==> src/rtl/mme_bank.sv <==
module mme_bank #(
    parameter int DEPTH = 256,
    parameter int WIDTH = 16
) (
    input  logic                     aclk,
    input  logic                     wr_en,
    input  logic [$clog2(DEPTH)-1:0] wr_addr,
    input  logic [WIDTH-1:0]         wr_data,
    input  logic                     rd_en,
    input  logic [$clog2(DEPTH)-1:0] rd_addr,
    output logic [WIDTH-1:0]         rd_data
);

    logic [WIDTH-1:0] mem [DEPTH];
    logic [WIDTH-1:0] rd_data_reg;

    always_ff @(posedge aclk) begin
        if (wr_en) begin
            mem[wr_addr] <= wr_data;
        end
    end

    always_ff @(posedge aclk) begin
        if (rd_en) begin
            rd_data_reg <= mem[rd_addr];
        end
    end

    assign rd_data = rd_data_reg;

endmodule

==> config.mk <==
export PLATFORM = sky130hd
export DESIGN_NAME = mme_bank
export DESIGN_NICKNAME = d
export VERILOG_FILES = /design/src/rtl/mme_bank.sv
export SDC_FILE = /design/constraint.sdc
export NUM_CORES = 2
export LEC_CHECK = 0
export ABC_AREA = 1
export BUFFER_PORTS_ARGS = -buffer_cell sky130_fd_sc_hd__buf_2
export CORE_MARGIN = 3
export CORE_UTILIZATION = 35
export DETAILED_ROUTE_END_ITERATION = 6
export PLACE_DENSITY_LB_ADDON = 0.08
export RECOVER_POWER = 50
export REMOVE_ABC_BUFFERS = 1
export SYNTH_ARGS = -nofsm -noshare
export SYNTH_HDL_FRONTEND = slang
export SYNTH_SLANG_ARGS = --single-unit
==> constraint.sdc <==
create_clock -name aclk -period 1.9 [get_ports aclk]
set_input_delay 0.19 -clock aclk [delete_from_list [all_inputs] [get_ports aclk]]
set_output_delay 0.19 -clock aclk [all_outputs]
set_load 0.1 [all_outputs]
Word-level counts from Yosys, hierarchy flattened
Memories as Yosys holds them, arrays and structs flattened. A register that Yosys moved wholly into a read port is not among the register bits.
Index checks and enable logic that the tools add are counted.
{ "classes": {"n_mux": 2} }
{ "ops": {"columns": ["op", "count"], "rows": [
  ["$mux W1", 2]
]} }
{ "totals": {"reg_bits": 0, "ramBits": 4096, "input_bits": 35, "output_inout_bits": 16, "memories": 1} }
{ "memory_table": {"columns": ["name", "words", "width", "rd", "rd_ports_with_merged_regs", "wr", "line", "source"], "rows": [
  ["mem", 256, 16, 1, 1, 1, "14", "logic [WIDTH-1:0] mem [DEPTH];"]
]} }

Depth between registers and ports, before layout
{ "depth": {"word_depth": 2, "ltp_mapped": 15, "depth_no_buf": 11} }

Worst setup path after synthesis
OpenSTA, ideal clock, no wires.
{ "synth_path": {"path_type": "input to register", "start": "input port wr_en", "end": "memory mem[164][0], enable pin", "setup_time_ns": 0.388, "arrival_time_ns": 1.642, "required_time_ns": 1.512, "slack_ns": -0.130, "cell_stages": 4, "n_path_buf": 2, "cell_sequence": "clkbuf_1 -> nand3_1 -> clkbuf_1 -> nor2_1"} }
{ "synth_via": {"elab_chain_len": 2} }
{ "synth_rtl": {"columns": ["item", "line", "source"], "rows": [
  ["from (decl)", "6", "input logic wr_en,"],
  ["$mux W1", "18", "if (wr_en) begin"],
  ["$mux W1 (implied by the code)", "19", "mem[wr_addr] <= wr_data;"],
  ["to (decl)", "14", null]
]} }
No other way between the ends.

Worst setup path after layout
{ "layout_path": {"start": "register rd_data_reg[1] (netlist: rd_data[1]) (read register of mem)", "end": "output port rd_data[1]"} }
{ "layout_rtl": {"columns": ["item", "line", "source"], "rows": [
  ["from (decl)", "15", "logic [WIDTH-1:0] rd_data_reg;"],
  ["to (decl)", "11", "output logic [WIDTH-1:0] rd_data"]
]} }
No word-level cell between the ends.

==> flow_summary.toml <==
[place]
dpl.hpwl_mm = 362
port_buffers = 50
dp_cells = 20308
post-place-ws_ns = -1.46
gp_congestion = 0.859
place_area_um2 = 186000

[routing]
routed_via_density = 5.28
route.detailed.wl_per_inst_um = 27.1
drc = 0
drtIter0Drc = 10857
drtPass1Iterations = 6
antenna_left = 0
num_vias = 111794
totalWireLength_mm = 574

[cells_and_area]
nets = 14599
area_delta_synth_final_pct = 22.4
fillCellCount = 43522
layout-drive-gt1-share_pct = 17.3
fin_area_um2 = 203000
final_util_pct = 43.0
instances_no_fill = 21169
largest_register_ffs = 4096

[run_status]
outcome = "finished, violations left"
failed_checks = "capacitance limit, slew limit, setup timing"

[critical_path]
crit_chain = "buf_12"
timing.rr.end = "rd_data[14]"
r2r_cells = 10
worstPathMaxFanout = 1
critical_path.max_stage_delay_ns = 0.76
path_class = "reg2out"
worstPathArrival_ns = 2.01
cp_slowest_cell = "edfxtp_1"
r2r_slack_ns = 0.01
worst-path-buf-inv = 1
cp-start-kind = "flip-flop"
cp-end-kind = "output pin"
crit_family = "flip-flops"
required_ns = 1.71
worstReg2RegStart = "mem[247][14]"

[floorplan]
core.rowCount = 252
die_area_um2 = 482000
pin_count = 51
initial_utilization_pct = 35.2
die_width_um = 694
core_region_area_um2 = 472000
die_y_um = 694

[logic_synthesis]
yosysSeqAreaShare_pct = 74.4
ys_seq_elements = 4112
synthSimpleGateAreaFrac_pct = 22.3
synth_compound_area_share_pct = 0
synth_top_area_share_pct = 74.4
yosysTopAreaCell = "edfxtp_1"
syn-instance-count = 13617
synth_area_um2 = 166000
synth_mux_area_share_pct = 0
synthTopCellsByArea = "edfxtp_1, nand3_1, nand2_1"
synth_warnings = 0
synth_top_family_by_area = "simple AND/OR/NAND/NOR gates"
synth_cell_types = 14
synth_xor_xnor_area_share_pct = 0
synth_fa_ha_area_share_pct = 0
syn_avg_cell_area_um2 = 12.2

[worst_hold_path]
hold_class = "in2reg"
hp-start = "wr_addr[2]"
min_path_cells = 7
hold-path-endpoint = "mem[169][3]"

[global_route]
gr-total-overflow = 0
track_usage_pct = 23.2
grt_antenna_before_repair = 38
grt_max_degree = 89
grt_pass1_wl_mm = 814
grt_pass1_vias = 108022

[clock_tree]
ctsHtreeMaxLevel = 5
clock_sinks = 4112
cts_tree = "done"
cts_made_buffers = 456
cts_setup_buffers = 0
clk_path_buf_depth = 4
cts-root-buf = "clkbuf_16"
path_clk_slew_ns = 0.06
clk_latency_ns = 1.00

[sta]
period_needed_ns = 2.20
hold_slack_ns = 0.119
fin_crit_sh_pct = 116
slew_violations = 198
rsz0062_at_grt = "yes"
tightest_slew_ns = 2.24
slew_headroom_pct = -49.6
fin_ws_ns = -0.299
tns_ns = -61.86
fmaxAchievable_mhz = 455
setup_viol = 935
hold_violations = 0
fin_worst_skew_ns = 0.0678

[run]
maxCapViolCount = 7

[power]
p_per_area_nw_per_um2 = 997
ir_worst_vdd_uv = 733
total_power_mw = 202
p_leak_nw = 71.6
[synthesized netlist by cell type]
cell      instances
edfxtp_1       4112
nand3_1        4035
buf_2           495
nand2_1        4211
inv_1            35
inv_2             2
clkbuf_1        154
buf_4           163
buf_8             1
buf_1            70
buf_12            1
inv_4             2
buf_6            53
nor2_1          283
[cell usage in the layout, fill, tap and decap left out, types with 7 or more instances in the layout]
cell type	instances
buf_12	464
buf_2	13
buf_4	777
buf_6	50
buf_8	7
bufinv_16	40
clkbuf_1	128
clkbuf_16	464
clkbuf_2	44
clkbuf_4	20
clkinv_1	114
clkinv_2	66
clkinvlp_4	15
diode_2	11
dlygate4sd3_1	26
edfxtp_1	4112
inv_1	33
inv_6	12
nand2_1	4162
nand2_2	35
nand2_4	14
nand3_1	3590
nand3_2	357
nand3_4	88
nor2_1	181
nor2_2	102
[power by group]
part / switching [mW] / internal (mW) / total (mW)
Combinational: 10.9 / 4.58 / 15.5
Sequential: 0.121 / 100 / 100
Clock: 36.7 / 50.0 / 86.7
Total: 47.7 / 155 / 202
[cell type report]
class	count	area, um2	share of cell area [%]
clock inverter	262	2460	1.21
timing repair buffer	1426	16600	8.17
tap	6223	7790	3.84
multi-input combinational	8529	40400	19.9
antenna	11	27.5	0.0136
clock buffer	567	12000	5.91
sequential	4112	123000	60.8
inverter	39	210	0.104
[worst max path at each step]
stage                    start          to  slack, ns  cells after the start
floorplan           rd_addr[0]  rd_data[4]      -8.70                     11
global placement    rd_addr[0]  rd_data[7]      -1.48                     15
detailed placement  rd_addr[0]  rd_data[7]      -1.46                     15
CTS                 rd_data[1]  rd_data[1]      -0.46                      1
global route        rd_data[1]  rd_data[1]      -0.38                      1
finish              rd_data[1]  rd_data[1]      -0.30                      1
[cell families (layout without fill, tap and decap cells)]
kind of cell,after synthesis,in the layout
AND/OR/NAND/NOR,8529,8529
flip-flops,4112,4112
buffers and inverters,976,2294
other,0,11
[layer usage]
metal | vias to the layer above | GRT usage, % | share of wire (%)
met5 | - | 0 | 0.0052
met1 | 56783 | 32.7 | 44
met3 | 781 | 2.78 | 5.8
met2 | 3560 | 37.9 | 47
met4 | 4 | 6.75 | 3.4
li1 | 50666 | - | -
[worst reg2reg max path, delay by kind of cell (launching register included)]
kind          cells  cell delay, ns
flops             1            0.35
simple gates     10            1.29
[repair_timing]
item / CTS / global route
endpoints found under the setup margin: 32 / 32
hold endpoints to repair: 4058 / 0
pin swaps: 25 / 93
cloned: 0 / 0
hold buffers: 26 / 0
gates resized for setup: 372 / 301
No activity file was read; power rests on OpenSTA's default activity.
