==> src/rtl/mme_pkg.sv <==
package mme_pkg;

    // Default values for the top-level parameters.
    localparam int MAX_DIM_DEF    = 16;
    localparam int DATA_WIDTH_DEF = 16;

    // Fixed field widths of the ports.
    localparam int CMD_W     = 2;
    localparam int IDX_W     = 4;
    localparam int VALUE_W   = 16;
    localparam int PRODUCT_W = 36;
    localparam int CFG_W     = 5;
    localparam int CFG_IDX_W = 2;

    typedef enum logic [CMD_W-1:0] {
        CMD_LOAD_A  = 2'd0,
        CMD_LOAD_B  = 2'd1,
        CMD_COMPUTE = 2'd2
    } cmd_t;

    localparam logic [CFG_IDX_W-1:0] REG_ROWS_A    = 2'd0;
    localparam logic [CFG_IDX_W-1:0] REG_INNER_DIM = 2'd1;
    localparam logic [CFG_IDX_W-1:0] REG_COLS_B    = 2'd2;

    typedef enum logic [1:0] {
        ST_IDLE,
        ST_RUN,
        ST_DRAIN
    } state_t;

    // Control from the sequencer to the multiply-accumulate unit.
    typedef struct packed {
        logic clear;
        logic valid;
    } mac_ctrl_t;

endpackage

==> src/rtl/mme_mac.sv <==
module mme_mac
    import mme_pkg::*;
#(
    parameter int DATA_WIDTH = DATA_WIDTH_DEF
) (
    input  logic                  aclk,
    input  logic                  aresetn,
    input  mac_ctrl_t             ctrl,
    input  logic [DATA_WIDTH-1:0] a,
    input  logic [DATA_WIDTH-1:0] b,
    output logic                  busy,
    output logic [PRODUCT_W-1:0]  acc
);

    localparam int MUL_W = 2 * DATA_WIDTH;

    logic signed [MUL_W-1:0]     mul_reg;
    logic                        mul_vld_reg;
    logic signed [PRODUCT_W-1:0] acc_reg;
    logic signed [PRODUCT_W-1:0] acc_next;

    always_ff @(posedge aclk) begin
        if (!aresetn) begin
            mul_vld_reg <= 1'b0;
        end else begin
            mul_vld_reg <= ctrl.valid;
        end
    end

    always_ff @(posedge aclk) begin
        if (ctrl.valid) begin
            mul_reg <= $signed(a) * $signed(b);
        end
    end

    // The sum wraps modulo two to the power of the product width.
    always_comb begin
        acc_next = acc_reg;
        if (ctrl.clear) begin
            acc_next = '0;
        end else if (mul_vld_reg) begin
            acc_next = acc_reg + PRODUCT_W'(mul_reg);
        end
    end

    always_ff @(posedge aclk) begin
        acc_reg <= acc_next;
    end

    assign busy = mul_vld_reg;
    assign acc  = acc_reg;

endmodule

==> config.mk <==
export PLATFORM = sky130hd
export DESIGN_NAME = mme_mac
export DESIGN_NICKNAME = d
export VERILOG_FILES = /design/src/rtl/mme_pkg.sv /design/src/rtl/mme_mac.sv
export SDC_FILE = /design/constraint.sdc
export NUM_CORES = 1
export LEC_CHECK = 0
export CAP_MARGIN = 20
export CELL_PAD_IN_SITES_DETAIL_PLACEMENT = 1
export CELL_PAD_IN_SITES_GLOBAL_PLACEMENT = 1
export CORE_ASPECT_RATIO = 1.5
export CORE_MARGIN = 2
export CORE_UTILIZATION = 47
export DETAILED_ROUTE_END_ITERATION = 8
export DONT_BUFFER_PORTS = 1
export PLACE_DENSITY = 0.84
export SYNTH_ARGS = -nofsm -noshare
export SYNTH_HDL_FRONTEND = slang
export SYNTH_SLANG_ARGS = --single-unit
==> constraint.sdc <==
create_clock -name aclk -period 6.68 [get_ports aclk]
set_input_delay 1.336 -clock aclk [delete_from_list [all_inputs] [get_ports aclk]]
set_output_delay 1.336 -clock aclk [all_outputs]
set_load 0.05 [all_outputs]
== Word level (Yosys, flattened, before mapping) ==
Index checks and enable logic that the tools add are counted.
Word-level totals
  register bits: 69
  latch bits: 0
  memory bits (writable): 0
  bits in read-only memories: 0
  bits of input ports: 36
  output and inout port bits: 37
  word-level logic and storage cells: 5
  memories: 0
Operators by class
  $add $sub $neg: 1
  multipliers: 1
  divide/modulo/power cells: 0
  magnitude comparators: 0
  equal/unequal tests: 0
  shifts and indexed selects: 0
  muxes and demuxes: 0
  bitwise operators: 0
  reductions and logical operators: 0
Operator list (number)
  $add 36x32->36: 1
  $mul 16x16->32: 1

== Logic depth before layout (Yosys ltp) ==
Gate-level depths: netlist of run 1.
  word-level depth: 1
  depth in mapped cells: 25
  mapped depth without buffers: 24

== Least setup slack after synthesis of run 1 ==
No wires, ideal clock.
  kind: input -> register
  start point: in b[1]
  end point: reg mul_reg[29], data pin
  setup time: 0.263 ns
  arrival time: 6.691 ns
  data required time: 6.417 ns
  setup slack: -0.273 ns
  stages on the path: 23
  buffers on the path: 1
  cell sequence: clkbuf_1 -> nand2_1 -> inv_1 -> fa_1 -> fa_1 -> inv_1 -> fa_1 -> inv_1 -> fa_1 -> fa_1 -> inv_1 -> fa_1 -> inv_1 -> ha_1 -> a21o_1 -> a21o_1 -> a21oi_1 -> nand2_1 -> nand2_1 -> o211ai_1 -> a2111oi_2 -> nor2_1 -> xor2_1
Between the ends
  word-level cells in the longest chain between the ends: 1
Ends and longest elaborated chain
  start: declaration: line mme_mac.sv:10  | input logic [DATA_WIDTH-1:0] b,
  $mul 16x16->32: line mme_mac.sv:32  | mul_reg <= $signed(a) * $signed(b);
  end signal: assignment: line mme_mac.sv:32
  end: declaration: line mme_mac.sv:17  | logic signed [MUL_W-1:0] mul_reg;
Every way passes these cells.
A chain may end at the register's enable or synchronous reset.

== Final worst setup path of run 1 ==
  start point: in a[5]
  end point: reg mul_reg[29], data pin
Between the ends
  word-level cells in the longest chain between the ends: 1
Ends and longest elaborated chain
  start: declaration: line mme_mac.sv:9  | input logic [DATA_WIDTH-1:0] a,
  $mul 16x16->32: line mme_mac.sv:32
Every way passes these cells.

==> flow_summary.json, run 1 <==
{
  "status": "complete, no violations",
  "num_vias": 10373,
  "grt_overflow": 0,
  "setup_violations": 0,
  "hp-class": "register to register",
  "yosys_warnings": 0,
  "ys_types": 64,
  "coreArea_mm2": 0.0293,
  "cts_tree": "built",
  "ant_nets": 0,
  "seq_area_frac_synth_pct": 12.3,
  "finalWirelength_um": 38200,
  "fmax_mhz": 151,
  "max_slew_margin_pct": 55.9,
  "clkSinkCount": 69,
  "synth_top_area_cell": "fa_1",
  "crit_top_cell": "fa_1",
  "synth_ff_type": "dfxtp_1",
  "regArea_mm2": 0.00170,
  "numCtsBuffers": 9,
  "synth_nets": 1920,
  "start_util_pct": 47.3,
  "rsz0062_at_grt": "true",
  "clk_pin_slew_worst_paths_ps": 50,
  "holdWs_ps": 682,
  "syn_area_per_cell_um2": 9.22,
  "hold_violations": 0,
  "yosysMostFrequentCell": "inv_1",
  "num-nets-final": 1919,
  "cap_violations": 0,
  "layout_min_cycle_time_ps": 6600,
  "gp_congestion": 0.894,
  "antenna_cells": 0,
  "largest_reg_flops": 36,
  "nFillCells": 3392,
  "grt_usage_pct": 25.7,
  "cts_buffer_depth": 2,
  "slowest_stage": "fa_1",
  "critical_path_class": "input port to register",
  "ys_top_cells_by_area": "fa_1 (38%), ha_1 (11%), inv_1 (8.9%), edfxtp_1 (6.9%), and2_1 (5.8%)",
  "antenna_found_initial": 0,
  "clkLatencyLatePin_ps": 340,
  "synth_async_sr_flop_share_pct": 0,
  "die-width_um": 144,
  "ys_seq_elements": 69,
  "syn2layout_area_growth_pct": 7.45,
  "multiInputGateArea_mm2": 0.0109,
  "end_kind": "register",
  "wl_per_cell_um": 20.1,
  "required_ps": 6760,
  "first_iter_violations": 336,
  "dieArea_mm2": 0.0309,
  "ys_top_cells_by_count": "inv_1 (328), fa_1 (263), nand2_1 (153)",
  "tightest_slew_ps": 660,
  "cts_root_buf": "clkbuf_16",
  "fp-row-count": 77,
  "slew_violations": 0,
  "die_h_um": 214,
  "drive_gt1_share_pct": 6.43,
  "firstDrtPassIters": 5,
  "synth_top_area_share_pct": 38.0,
  "synth_area_mm2": 0.0139,
  "ctsHtreeMaxLevel": 3,
  "post-route-period-util_pct": 98.9,
  "fin_cells": 1903,
  "placedCellCount": 1886,
  "ioPinCount": 73,
  "hpwl_um": 31800,
  "grt_pass1_wl_um": 61800,
  "path_max_fanout": 16,
  "drcViolationCount": 0,
  "grt_pass1_vias": 12264,
  "finClkSkew_ps": 6.57,
  "synthCells": 1504,
  "arrival_ps": 6690,
  "synth_edf_count": 32,
  "cp-start-kind": "input port",
  "grt_max_degree": 37,
  "io_buffer_count": 0,
  "cpPeakStageDelay_ps": 550,
  "path_cells": "and2_1, fa_1, inv_2, fa_2, fa_1, fa_1, inv_1, fa_1, inv_1, fa_1, inv_1, ha_2, a21o_1, a21o_1, a21oi_2, nand2b_4, o31a_1, o211ai_1, a2111oi_2, nor2_1, xor2_1",
  "viasPerCell": 5.45
}
-- routing by layer --
metal	wire, um	track usage, %	vias up
li1	-	-	4679
met1	14200	28.5	5310
met2	20800	49.2	277
met3	1660	2.61	107
met4	1550	10.2	0
met5	0	0	-
-- per-stage QoR --
stage	worst slack [ps]	instance area (um2)	util, %	setup TNS [ps]
after floorplan	3.27	13900	-	0
after global placement	-112	14500	49.5	-311
after detailed placement	-328	14500	49.5	-1700
after CTS	27.6	14800	50.5	0
after global routing	-162	14900	50.9	-317
final	75.7	14900	50.9	0
-- kinds of logic after synthesis --
family	share of synthesized area (%)
AND/OR/NAND/NOR	14.8
AO/OA/AOI/OAI	9.62
multiplexers	0.875
adder cells (fa/ha/maj)	48.5
flip-flops	12.3
XOR/XNOR	3.73
buffers and inverters	10.2
-- what timing repair did --
action,in CTS,in global routing
endpoints found under the setup margin,0,6
hold buffers,0,0
gates resized for setup,0,28
setup buffers,0,1
-- path summary, 6_finish.rpt --
kind              slack [ps]           to  cells after the start       start
setup / recovery          80  mul_reg[29]                     21        a[5]
hold / removal           680       acc[0]                      3  mul_reg[0]
setup reg to reg        3050      acc[32]                     12      acc[0]
hold reg to reg          680       acc[0]                      3  mul_reg[0]
-- area by class of cell --
class / count / share of cell area [%]
clock buffer: 13 / 1.97
inverter: 329 / 8.29
timing repair buffer: 34 / 1.71
tap: 395 / 3.32
multi-input combinational: 1060 / 73.1
sequential: 69 / 11.4
clock inverter: 3 / 0.151
-- worst max-delay path, delay by kind of cell --
| family | cells | cell delay [ps] |
|---|---|---|
| buf+inv | 4 | 200 |
| fa+ha+maj | 7 | 3190 |
| simple gates | 3 | 450 |
| xor+xnor | 1 | 160 |
| compound gates | 6 | 1350 |
-- placed cells by master, fill, tap and decap left out, types with 32 or more instances in the layout --
| cell type | Yosys | routed |
|---|---|---|
| a21oi_1 | 48 | 42 |
| and2_1 | 129 | 127 |
| buf_4 | 0 | 34 |
| dfxtp_1 | 37 | 36 |
| edfxtp_1 | 32 | 32 |
| fa_1 | 263 | 257 |
| ha_1 | 117 | 110 |
| inv_1 | 328 | 322 |
| nand2_1 | 153 | 152 |
| nor2_1 | 53 | 53 |
| xnor2_1 | 45 | 45 |
Power of run 1 is left out: the tool's default activity adds up to more than one toggle a clock period on the data nets, which glitch-free logic cannot reach.
==> run 2, diff against run 1 <==
--- a/config.mk
+++ b/config.mk
@@ -13,7 +13,7 @@
 export CORE_UTILIZATION = 47
 export DETAILED_ROUTE_END_ITERATION = 8
 export DONT_BUFFER_PORTS = 1
-export PLACE_DENSITY = 0.84
+export PLACE_DENSITY_LB_ADDON = 0.1
 export SYNTH_ARGS = -nofsm -noshare
 export SYNTH_HDL_FRONTEND = slang
 export SYNTH_SLANG_ARGS = --single-unit
==> run 2 against run 1 <==
  * Fmax increased by 1.7%
  * Setup slack gained 110 ps
  * Critical path type unchanged
  * Global-route usage decreased by 1.6 points
  * Final cell count rose by 0.37%
==> flow_summary.json, run 2 (synthesized netlist as in run 1, its figures left out) <==
{
  "status": "complete, no violations",
  "num_vias": 9969,
  "ant_nets": 0,
  "antenna_found_initial": 0,
  "grt_usage_pct": 24.1,
  "firstDrtPassIters": 4,
  "ioPinCount": 73,
  "die-width_um": 144,
  "first_iter_violations": 278,
  "hp-class": "register to register",
  "ctsHtreeMaxLevel": 3,
  "reg2reg_depth": 12,
  "cpPeakStageDelay_ps": 530,
  "wl_per_cell_um": 18.2,
  "arrival_ps": 6580,
  "finalWirelength_um": 34700,
  "cp-start-kind": "input port",
  "cap_violations": 0,
  "crit_top_cell": "fa_1",
  "cts_buffer_depth": 2,
  "max_slew_margin_pct": 55.0,
  "utilization_pct": 50.9,
  "layout_min_cycle_time_ps": 6500,
  "gp_congestion": 0.853,
  "cts_tree": "built",
  "postLayoutCellArea_mm2": 0.0149,
  "grt_pass1_wl_um": 58300,
  "end_kind": "register",
  "path_max_fanout": 16,
  "cts_root_buf": "clkbuf_16",
  "ctsResizeCount": 0,
  "tightest_slew_ps": 670,
  "dpl_cell_area_mm2": 0.0145,
  "drive_gt1_share_pct": 5.94,
  "largest_reg_flops": 36,
  "final_common_cell": "inv_1",
  "num-nets-final": 1926,
  "io_buffer_count": 0,
  "numCtsBuffers": 9,
  "hold_buffers": 0,
  "clkSinkCount": 69,
  "slowest_stage": "fa_1",
  "critical_path_class": "input port to register",
  "fmax_mhz": 154,
  "viasPerCell": 5.22,
  "grt_max_degree": 37,
  "clkLatencyLatePin_ps": 350,
  "start_util_pct": 47.3,
  "setup_violations": 0,
  "post-cts-setup-buffers": 0,
  "hold_violations": 0,
  "final_cell_mix": "inv_1 (327), fa_1 (261), nand2_1 (153), and2_1 (129), ha_1 (111)",
  "required_ps": 6770,
  "grt_overflow": 0,
  "slew_violations": 0,
  "post-route-period-util_pct": 97.2,
  "hpwl_um": 29200,
  "antenna_cells": 0,
  "crit_buf_inv": 5,
  "clk_pin_slew_worst_paths_ps": 60,
  "finClkSkew_ps": 7.63,
  "worst-path-stages": 22,
  "syn2layout_area_growth_pct": 7.46,
  "crit_family": "adder cells",
  "grt_pass1_vias": 11493,
  "rsz0062_at_grt": "true",
  "dieArea_mm2": 0.0309,
  "coreArea_mm2": 0.0293,
  "worstHoldPathCells": 3,
  "die_h_um": 214,
  "fp-row-count": 77,
  "path_cells": "and2_1, fa_1, inv_1, fa_1, fa_1, inv_1, fa_1, fa_1, inv_1, fa_1, inv_1, ha_4, a21o_1, a21o_1, a21oi_2, nand2b_1, o31a_1, o211ai_1, buf_4, a2111oi_4, o21a_1, a211oi_2",
  "drcViolationCount": 0
}
run 2: cell type report:
cell class,count,area (um2)
Inverter,329,1230
Sequential cell,69,1700
Clock buffer,9,225
Tap cell,395,494
Fill cell,3462,14400
Clock inverter,7,52.6
Multi-Input combinational cell,1060,10900
Timing Repair Buffer,41,308
run 2: per-layer routing:
metal | GRT usage [%] | wire [um]
met3 | 3.46 | 1120
met5 | 0 | 0
met2 | 43.6 | 18000
met1 | 29.9 | 14900
met4 | 6.05 | 655
run 2: worst register-to-register path, cell delays in order (launching register included):
cell,delay [ps]
dfxtp_1,660
ha_1,260
inv_1,60
fa_1,400
nor2b_1,220
o211ai_1,160
a21oi_1,430
a211o_1,310
a41oi_1,200
o2111ai_1,430
xnor2_1,170
nor2_1,60
a31o_2,210
run 2: path summary, 6_finish.rpt:
path | from | endpoint | slack [ps]
max | a[8] | mul_reg[31] | 180
min | mul_reg[0] | acc[0] | 620
max reg2reg | acc[0] | acc[32] | 3010
min reg2reg | mul_reg[0] | acc[0] | 620
run 2: stage by stage:
step | cells | hold slack, ps | setup TNS (ps) | setup WS [ps]
2_1_floorplan | 1504 | 568 | 0 | 3.27
3_3_place_gp | 1894 | 588 | -614 | -191
3_5_place_dp | 1894 | 619 | -1150 | -322
4_1_cts | 1910 | 632 | 0 | 41.4
5_1_grt | 1910 | 673 | -57.7 | -34.8
6_report | 1910 | 620 | 0 | 185
Power of run 2 is left out for the same reason.
